**config.mk**
```make
export PLATFORM = sky130hd
export DESIGN_NAME = password_lock_controller_core
export DESIGN_NICKNAME = d
export VERILOG_FILES = /design/src/rtl/core/plc_pkg.sv /design/src/rtl/core/plc_step.sv /design/src/rtl/core/plc_out_stage.sv /design/src/rtl/core/password_lock_controller_core.sv
export SDC_FILE = /design/constraint.sdc
export NUM_CORES = 1
export LEC_CHECK = 0
export ABC_AREA = 1
export BUFFER_PORTS_ARGS = -buffer_cell sky130_fd_sc_hd__buf_2
export CORE_MARGIN = 2
export CORE_UTILIZATION = 50
export CTS_BUF_LIST = sky130_fd_sc_hd__clkbuf_16
export DETAILED_ROUTE_END_ITERATION = 8
export GPL_TIMING_DRIVEN = 0
export MAX_ROUTING_LAYER = met4
export PLACE_DENSITY = 0.72
export SYNTH_ARGS = -nofsm -noshare
export SYNTH_HDL_FRONTEND = slang
export SYNTH_SLANG_ARGS = --single-unit
```
**constraint.sdc**
```tcl
create_clock -name aclk -period 8.55 [get_ports aclk]
set_input_delay 2.1375 -clock aclk [delete_from_list [all_inputs] [get_ports aclk]]
set_output_delay 2.1375 -clock aclk [all_outputs]
set_load 0.01 [all_outputs]
```
**src/rtl/core/plc_pkg.sv**
```systemverilog
// ----------------------------------------------------------------------------
// plc_pkg
// Shared types, codes and helpers for the password lock controller.
// ----------------------------------------------------------------------------
package plc_pkg;

    // Password length default
    localparam int PASS_LEN_DEF = 5;

    // Serial command and reply codes
    localparam logic [7:0] CMD_STATUS  = 8'hE1;
    localparam logic [7:0] CMD_SET     = 8'hE2;
    localparam logic [7:0] ACK_DIGIT   = 8'hE3;
    localparam logic [7:0] CMD_CONFIRM = 8'hE4;
    localparam logic [7:0] RSP_MATCH   = 8'hE5;
    localparam logic [7:0] RSP_NOMATCH = 8'hE6;
    localparam logic [7:0] CMD_CHECK   = 8'hE7;
    localparam logic [7:0] CMD_LOCKOUT = 8'hF0;
    localparam logic [7:0] CMD_UNLOCK  = 8'hF1;
    localparam logic [7:0] RSP_LOCK    = 8'hF2;
    localparam logic [7:0] SAVED_MARK  = 8'h23;
    localparam logic [7:0] ERASED      = 8'hFF;

    // Request types
    localparam logic [1:0] REQ_BYTE = 2'd0;
    localparam logic [1:0] REQ_TICK = 2'd1;

    // Motor drive codes
    localparam logic [1:0] DIR_STOP  = 2'd0;
    localparam logic [1:0] DIR_OPEN  = 2'd1;
    localparam logic [1:0] DIR_CLOSE = 2'd2;

    // Configuration register indexes
    localparam logic [1:0] REG_OPEN_SECONDS    = 2'd0;
    localparam logic [1:0] REG_LOCKOUT_SECONDS = 2'd1;
    localparam logic [1:0] REG_MOTOR_SPEED     = 2'd2;

    // Configuration reset values
    localparam logic [7:0] OPEN_SECONDS_RST    = 8'd15;
    localparam logic [7:0] LOCKOUT_SECONDS_RST = 8'd60;
    localparam logic [6:0] MOTOR_SPEED_RST     = 7'd100;
    localparam logic [6:0] MOTOR_SPEED_MAX     = 7'd100;

    typedef enum logic [3:0] {
        PH_IDLE,
        PH_SET1,
        PH_WAITCONF,
        PH_SET2,
        PH_CHECK,
        PH_LOCKOUT,
        PH_OPEN,
        PH_WAITMOT,
        PH_CLOSE
    } phase_t;

    typedef struct packed {
        logic [1:0] req_type;
        logic [7:0] rx_byte;
        logic       motion;
    } plc_in_t;

    typedef struct packed {
        logic       tx_valid;
        logic [7:0] tx_byte;
        logic       alarm_on;
        logic [1:0] motor_dir;
        logic [6:0] motor_speed;
    } plc_out_t;

    typedef struct packed {
        logic [7:0] open_seconds;
        logic [7:0] lockout_seconds;
        logic [6:0] motor_speed_pct;
    } plc_cfg_t;

    // A zero tick count behaves as one tick
    function automatic logic [7:0] at_least_one(input logic [7:0] v);
        return (v == 8'd0) ? 8'd1 : v;
    endfunction

endpackage

```
**src/rtl/core/plc_step.sv**
```systemverilog
// ----------------------------------------------------------------------------
// plc_step
// Controller state and the per-beat transition logic. State moves on each
// accepted input beat; the result for that beat is produced combinationally.
// ----------------------------------------------------------------------------
module plc_step
    import plc_pkg::*;
#(
    parameter int PASS_LEN = PASS_LEN_DEF
) (
    input  logic     aclk,
    input  logic     aresetn,
    input  logic     beat,
    input  plc_in_t  item,
    input  plc_cfg_t cfg,
    output plc_out_t result
);

    localparam int CNT_W = $clog2(PASS_LEN + 1);
    localparam int IDX_W = (PASS_LEN > 1) ? $clog2(PASS_LEN) : 1;
    localparam logic [CNT_W-1:0] LAST = CNT_W'(PASS_LEN);

    phase_t           phase_reg, phase_next;
    logic [CNT_W-1:0] count_reg, count_next;
    logic             mismatch_reg, mismatch_next;
    logic [7:0]       seconds_reg, seconds_next;
    logic [7:0]       marker_reg, marker_next;
    logic [7:0]       first_term_reg;
    logic [7:0]       stored_reg  [PASS_LEN];
    logic [7:0]       current_reg [PASS_LEN];
    logic [7:0]       first_reg   [PASS_LEN];

    logic             first_we;
    logic             term_we;
    logic             commit;        // set matched: store first entry
    logic             load_stored;   // status: current takes stored copy
    logic             tx;
    logic [7:0]       txb;
    logic [IDX_W-1:0] idx;
    logic [7:0]       ref_digit;
    logic [6:0]       speed;
    logic [1:0]       dir;

    assign idx       = count_reg[IDX_W-1:0];
    assign ref_digit = (phase_reg == PH_SET2) ? first_reg[idx] : current_reg[idx];

    // Transition for one beat
    always_comb begin
        phase_next    = phase_reg;
        count_next    = count_reg;
        mismatch_next = mismatch_reg;
        seconds_next  = seconds_reg;
        marker_next   = marker_reg;
        first_we      = 1'b0;
        term_we       = 1'b0;
        commit        = 1'b0;
        load_stored   = 1'b0;
        tx            = 1'b0;
        txb           = 8'd0;

        if (item.req_type == REQ_BYTE) begin
            case (phase_reg)
                PH_IDLE: begin
                    if (item.rx_byte == CMD_STATUS) begin
                        tx  = 1'b1;
                        txb = marker_reg;
                        load_stored = (marker_reg == SAVED_MARK);
                    end else if (item.rx_byte == CMD_SET) begin
                        phase_next = PH_SET1;
                        count_next = '0;
                    end else if (item.rx_byte == CMD_CHECK) begin
                        phase_next    = PH_CHECK;
                        count_next    = '0;
                        mismatch_next = 1'b0;
                    end else if (item.rx_byte == CMD_LOCKOUT) begin
                        phase_next   = PH_LOCKOUT;
                        seconds_next = at_least_one(cfg.lockout_seconds);
                    end else if (item.rx_byte == CMD_UNLOCK) begin
                        phase_next   = PH_OPEN;
                        seconds_next = at_least_one(cfg.open_seconds);
                    end
                end
                PH_SET1: begin
                    if (count_reg < LAST) begin
                        first_we   = 1'b1;
                        count_next = count_reg + 1'b1;
                        tx  = 1'b1;
                        txb = ACK_DIGIT;
                    end else begin
                        term_we    = 1'b1;
                        phase_next = PH_WAITCONF;
                    end
                end
                PH_WAITCONF: begin
                    if (item.rx_byte == CMD_CONFIRM) begin
                        phase_next    = PH_SET2;
                        count_next    = '0;
                        mismatch_next = 1'b0;
                    end
                end
                PH_SET2, PH_CHECK: begin
                    tx = 1'b1;
                    if (count_reg < LAST) begin
                        if (ref_digit != item.rx_byte) mismatch_next = 1'b1;
                        count_next = count_reg + 1'b1;
                        txb = ACK_DIGIT;
                    end else begin
                        if (mismatch_reg) begin
                            txb = RSP_NOMATCH;
                        end else begin
                            txb    = RSP_MATCH;
                            commit = (phase_reg == PH_SET2);
                            if (phase_reg == PH_SET2) marker_next = first_term_reg;
                        end
                        phase_next = PH_IDLE;
                        count_next = '0;
                    end
                end
                default: begin
                end
            endcase
        end else if (item.req_type == REQ_TICK) begin
            // Timed phases count down on ticks
            if (phase_reg == PH_LOCKOUT || phase_reg == PH_OPEN || phase_reg == PH_CLOSE) begin
                if (seconds_reg != 8'd0) seconds_next = seconds_reg - 8'd1;
                if (seconds_next == 8'd0) begin
                    phase_next = (phase_reg == PH_OPEN) ? PH_WAITMOT : PH_IDLE;
                end
            end
        end

        // Door clear: send lock notice and start the locking run
        if (phase_next == PH_WAITMOT && !item.motion) begin
            tx           = 1'b1;
            txb          = RSP_LOCK;
            phase_next   = PH_CLOSE;
            seconds_next = at_least_one(cfg.open_seconds);
        end
    end

    // Result drive levels
    always_comb begin
        speed = cfg.motor_speed_pct;
        if (cfg.motor_speed_pct > MOTOR_SPEED_MAX) speed = MOTOR_SPEED_MAX;
        case (phase_next)
            PH_OPEN:  dir = DIR_OPEN;
            PH_CLOSE: dir = DIR_CLOSE;
            default:  dir = DIR_STOP;
        endcase
        result.tx_valid    = tx;
        result.tx_byte     = tx ? txb : 8'd0;
        result.alarm_on    = (phase_next == PH_LOCKOUT);
        result.motor_dir   = dir;
        result.motor_speed = (dir != DIR_STOP) ? speed : 7'd0;
    end

    // Control state
    always_ff @(posedge aclk) begin
        if (!aresetn) begin
            phase_reg    <= PH_IDLE;
            count_reg    <= '0;
            mismatch_reg <= 1'b0;
            seconds_reg  <= 8'd0;
            marker_reg   <= ERASED;
        end else if (beat) begin
            phase_reg    <= phase_next;
            count_reg    <= count_next;
            mismatch_reg <= mismatch_next;
            seconds_reg  <= seconds_next;
            marker_reg   <= marker_next;
        end
    end

    // Stored and current password copies
    always_ff @(posedge aclk) begin
        if (!aresetn) begin
            for (int i = 0; i < PASS_LEN; i++) begin
                stored_reg[i]  <= ERASED;
                current_reg[i] <= 8'd0;
            end
        end else if (beat) begin
            if (commit) begin
                for (int i = 0; i < PASS_LEN; i++) begin
                    stored_reg[i]  <= first_reg[i];
                    current_reg[i] <= first_reg[i];
                end
            end else if (load_stored) begin
                for (int i = 0; i < PASS_LEN; i++) begin
                    current_reg[i] <= stored_reg[i];
                end
            end
        end
    end

    // First entry buffer, no reset
    always_ff @(posedge aclk) begin
        if (beat && first_we) first_reg[idx] <= item.rx_byte;
        if (beat && term_we)  first_term_reg <= item.rx_byte;
    end

endmodule

```
**src/rtl/core/plc_out_stage.sv**
```systemverilog
// ----------------------------------------------------------------------------
// plc_out_stage
// Result register with valid/ready handshake. Takes a new input beat
// whenever the register is empty or is being drained in the same cycle.
// ----------------------------------------------------------------------------
module plc_out_stage
    import plc_pkg::*;
(
    input  logic     aclk,
    input  logic     aresetn,
    input  logic     s_valid,
    output logic     s_ready,
    output logic     beat,
    input  plc_out_t result,
    output logic     m_valid,
    input  logic     m_ready,
    output plc_out_t m_data
);

    logic     valid_reg;
    plc_out_t data_reg;

    assign s_ready = !valid_reg || m_ready;
    assign beat    = s_valid && s_ready;
    assign m_valid = valid_reg;
    assign m_data  = data_reg;

    // Valid flag
    always_ff @(posedge aclk) begin
        if (!aresetn) begin
            valid_reg <= 1'b0;
        end else if (s_ready) begin
            valid_reg <= s_valid;
        end
    end

    // Payload
    always_ff @(posedge aclk) begin
        if (beat) data_reg <= result;
    end

endmodule

```
**src/rtl/core/password_lock_controller_core.sv**
```systemverilog
// ----------------------------------------------------------------------------
// password_lock_controller_core
// Command-driven door lock: password set/check/status over serial bytes,
// timed buzzer lockout and bolt motor runs.
//
//   channel | ports                          | beat
//   --------+--------------------------------+-----------------------------
//   input   | s_valid s_ready s_data         | one byte, tick or motion item
//   result  | m_valid m_ready m_data         | one result per input beat
//   config  | cfg_valid cfg_ready cfg_addr   | one register write
//           | cfg_wdata                      |
//
// One item per cycle while s_ready is high; each result appears in the cycle after
// its input beat, set by the single result register after the transition logic.
// s_ready stays high while the result register is empty or drained that cycle.
// Reset is synchronous, active low; the block takes items on the first cycle.
// cfg_ready is always high.
// ----------------------------------------------------------------------------
module password_lock_controller_core
    import plc_pkg::*;
#(
    parameter int PASS_LEN = PASS_LEN_DEF
) (
    input  logic       aclk,
    input  logic       aresetn,
    input  logic       s_valid,
    output logic       s_ready,
    input  plc_in_t    s_data,
    output logic       m_valid,
    input  logic       m_ready,
    output plc_out_t   m_data,
    input  logic       cfg_valid,
    output logic       cfg_ready,
    input  logic [1:0] cfg_addr,
    input  logic [7:0] cfg_wdata
);

    plc_cfg_t cfg_reg;
    plc_out_t result;
    logic     beat;

    assign cfg_ready = 1'b1;

    // Configuration registers
    always_ff @(posedge aclk) begin
        if (!aresetn) begin
            cfg_reg.open_seconds    <= OPEN_SECONDS_RST;
            cfg_reg.lockout_seconds <= LOCKOUT_SECONDS_RST;
            cfg_reg.motor_speed_pct <= MOTOR_SPEED_RST;
        end else if (cfg_valid) begin
            case (cfg_addr)
                REG_OPEN_SECONDS:    cfg_reg.open_seconds    <= cfg_wdata;
                REG_LOCKOUT_SECONDS: cfg_reg.lockout_seconds <= cfg_wdata;
                REG_MOTOR_SPEED:     cfg_reg.motor_speed_pct <= cfg_wdata[6:0];
                default: begin
                end
            endcase
        end
    end

    plc_step #(
        .PASS_LEN (PASS_LEN)
    ) u_step (
        .aclk    (aclk),
        .aresetn (aresetn),
        .beat    (beat),
        .item    (s_data),
        .cfg     (cfg_reg),
        .result  (result)
    );

    plc_out_stage u_out (
        .aclk    (aclk),
        .aresetn (aresetn),
        .s_valid (s_valid),
        .s_ready (s_ready),
        .beat    (beat),
        .result  (result),
        .m_valid (m_valid),
        .m_ready (m_ready),
        .m_data  (m_data)
    );

    // Buzzer and motor are never driven together
    a_buzz_motor: assert property (@(posedge aclk) disable iff (!aresetn)
        m_valid |-> !(m_data.alarm_on && m_data.motor_dir != DIR_STOP))
        else $error("buzzer and motor active together");

    // Speed is zero whenever the motor is stopped
    a_speed_stop: assert property (@(posedge aclk) disable iff (!aresetn)
        (m_valid && m_data.motor_dir == DIR_STOP) |-> m_data.motor_speed == 7'd0)
        else $error("nonzero speed with motor stopped");

    // No reply byte without tx_valid
    a_tx_zero: assert property (@(posedge aclk) disable iff (!aresetn)
        (m_valid && !m_data.tx_valid) |-> m_data.tx_byte == 8'd0)
        else $error("tx_byte set without tx_valid");

    // An accepted beat always yields a result next cycle
    a_beat_result: assert property (@(posedge aclk) disable iff (!aresetn)
        (s_valid && s_ready) |=> m_valid)
        else $error("accepted beat produced no result");

endmodule

```
==> impl_metrics.py <==
metrics = {
    "power_and_ir_drop": {
        "power.density_mw_per_mm2": 211,
        "power.leakage_nw": 4.54,
        "sequentialPowerShare_pct": 49.3,
        "p_sw_mw": 0.590,
        "combPwrFrac_pct": 9.1,
        "pwr-share-clk_pct": 41.6,
        "max-vdd-ir-drop_uv": 146,
        "finalPower_mw": 2.45,
        "p_int_mw": 1.86,
        "p_sw_share_pct": 24.0,
    },
    "timing": {
        "whs_ns": 0.466,
        "fin_crit_ns": 5.15,
        "fin_skew_ns": 0.0106,
        "fmax_ghz": 0.194,
        "hold_violations": 0,
        "tns_ns": 0,
        "drv_slew": 0,
        "worst_pin_slew_ns": 1.26,
        "rsz0062_at_grt": "false",
        "max_slew_margin_pct": 15.5,
        "finalCritPeriodShare_pct": 60.3,
        "finalSetupViolCount": 0,
    },
    "cts": {
        "cts_sinks": 222,
        "cts_max_level": 1,
        "cts_setup_buffers": 0,
        "cts-root-buf": "clkbuf_16",
        "post_cts_resized": 0,
        "cts_tree": "built",
        "numCtsBuffers": 24,
        "clk_latency_ns": 0.51,
        "cts_hold_buf": 0,
        "clk_pin_slew_ns": 0.06,
        "clock_tree.buffer_depth": 3,
    },
    "cells_and_area": {
        "fin_nets": 1194,
        "multiInputGateArea_mm2": 0.00347,
        "nFillCells": 1803,
        "layout_commonest_cell": "nand2_1",
        "area_growth_pct": 15.0,
        "largest_reg_flops": 64,
        "antenna_cells": 0,
        "drive_above_1_share_pct": 12.1,
        "final_cell_mix": "nand2_1 (176), edfxtp_1 (171), o21ai_0 (126)",
        "seqCellArea_mm2": 0.00616,
    },
    "run_status": {
        "status": "finished clean",
    },
    "synth": {
        "ys_types": 47,
        "yosysWarnings": 0,
        "syn_inst": 1069,
        "async_reset_ff_share_pct": 0,
        "postSynthAreaPerCell_um2": 9.49,
        "netlist_area_mm2": 0.0101,
        "ys_seq_elements": 222,
        "synth_ff_type": "edfxtp_1",
        "synth_edf_count": 171,
        "ys_seq_area_share_pct": 60.7,
    },
    "setup_path": {
        "endpoint_kind": "flop",
        "worstPathCellList": "buf_2, nor2_2, inv_1, buf_2, nor2_2, inv_1, nor4_2, nand2_1, clkbuf_1, nand3_2, buf_12",
        "required_ns": 8.76,
        "critical_path.max_stage_delay_ns": 0.54,
        "cp_data_arrival_time_ns": 5.36,
        "worstPathMaxFanout": 25,
        "worstPathBufferInverterCount": 6,
        "cp-start-kind": "primary input",
        "worstSetupPathType": "primary input to flop",
        "slowest_stage": "nor4_2",
        "crit_family": "simple AND/OR/NAND/NOR gates",
    },
    "route": {
        "drt_wl_total_um": 27000,
        "ant_nets": 0,
        "viasPerCell": 5.68,
        "wl_per_cell_um": 18.5,
        "drc_errors": 0,
        "vias": 8257,
        "firstDrtPassIters": 7,
        "drt-initial-drc-count": 864,
    },
    "floorplanning": {
        "placement_rows": 52,
        "fp.coreArea_mm2": 0.0200,
        "chipHeight_um": 146,
        "initial_utilization_pct": 50.6,
        "die_area_mm2": 0.0214,
        "chipWidth_um": 146,
        "io_pins": 48,
    },
    "min_path": {
        "hold_path.class": "flop to flop",
    },
    "grt": {
        "antenna_found_initial": 0,
        "overflow": 0,
        "grt_max_degree": 36,
        "grt_usage_pct": 25.7,
        "grt_pass1_wl_um": 41500,
        "grt_pass1_vias": 7638,
    },
    "placed_design": {
        "io_buffers": 46,
        "place_congestion": 0.922,
        "hpwl_um": 18700,
    },
    "run": {
        "cap_violations": 0,
    },
}
area by class of cell:
| type | count | share of cell area (%) |
|---|---|---|
| plain buffers | 49 | 1.73 |
| clock buffers | 29 | 6.22 |
| inverters | 112 | 3.63 |
| multi-input cells | 709 | 29.8 |
| flip-flops and latches | 222 | 52.8 |
| clock inverters | 15 | 0.601 |
| repair buffers | 48 | 2.32 |
| well taps | 270 | 2.90 |
worst paths after layout:
path	endpoint	slack, ns	start	cells past startpoint
worst max-delay path	u_step.current_reg[3][6]	3.40	s_data[9]	11
worst min-delay path	u_step.marker_reg[0]	0.47	u_step.first_term_reg[0]	2
worst max register to register	u_step.current_reg[3][6]	5.10	u_step.phase_reg[0]	11
worst min register to register	u_step.marker_reg[0]	0.47	u_step.first_term_reg[0]	2
synthesized netlist by cell type (2+ instances only):
cell	number	share of area, %
clkbuf_1	40	1.5
nand4_1	7	0.43
conb_1	2	0.074
edfxtp_1	171	51
inv_1	100	3.7
nor2_4	2	0.22
nand3_1	101	5.0
nor2_2	6	0.37
buf_1	2	0.074
nor4_1	3	0.19
o21ai_1	7	0.35
or2_2	15	0.93
clkinv_1	3	0.11
ha_1	2	0.25
nand2_1	177	6.6
nand2_2	6	0.37
xnor2_1	3	0.26
o211ai_1	13	0.96
nor2_8	2	0.39
xor2_1	5	0.43
nand2_4	4	0.44
nor3_1	18	0.89
a31oi_1	2	0.12
dfxtp_1	51	10
o22ai_1	19	1.2
buf_2	5	0.25
o21ai_0	126	6.2
o31ai_1	2	0.15
a21oi_1	48	2.4
inv_2	8	0.30
nor2_1	102	3.8
a21boi_0	2	0.15
per-layer routing:
metal	GRT usage [%]	vias up	wire length, µm
met5	-	-	0
met4	7.91	0	820
met3	5.03	80	2660
met2	39.7	392	12400
met1	34.9	3923	11100
li1	-	3862	-
worst register-to-register path, cell delays in order, from the launching register on:
cell and delay, ns:
dfxtp_1 0.37, nor2_1 0.23, inv_2 0.06, nor2_1 0.21, inv_1 0.11, nor2_1 0.30
inv_1 0.11, nor2_1 0.36, nand2_1 0.34, clkbuf_1 0.38, nand3_2 0.43, buf_12 0.26
power groups by stage:
stage | sequential, mW | clock, mW | combinational [mW]
6_report | 1.21 | 1.02 | 0.223
5_1_grt | 1.21 | 1.08 | 0.247
4_1_cts | 1.21 | 1.03 | 0.220
3_5_place_dp | 1.23 | 0 | 0.219
3_3_place_gp | 1.23 | 0 | 0.214
2_1_floorplan | 1.23 | 0 | 0.145
per-stage QoR:
| step | utilization, % | cells | instance area, µm² | setup WS, ns |
|---|---|---|---|---|
| floorplan | - | 1092 | 10200 | 3.58 |
| global placement | 53.9 | 1408 | 10800 | 2.20 |
| detailed placement | 54.2 | 1410 | 10900 | 3.02 |
| CTS | 58.2 | 1454 | 11700 | 3.53 |
| global route | 58.2 | 1454 | 11700 | 3.26 |
| finish | 58.2 | 1454 | 11700 | 3.40 |
cells by family after synthesis:
| group | after synthesis | synth area share, % |
|---|---|---|
| AO/OA/AOI/OAI | 226 | 12.1 |
| XOR/XNOR | 8 | 0.691 |
| adder cells (fa/ha/maj) | 2 | 0.247 |
| buffers and inverters | 161 | 6.16 |
| flip-flops | 222 | 60.7 |
| other | 2 | 0.0741 |
| AND/OR/NAND/NOR | 448 | 20.1 |
Note: power is estimated with default switching activity, not from simulation.
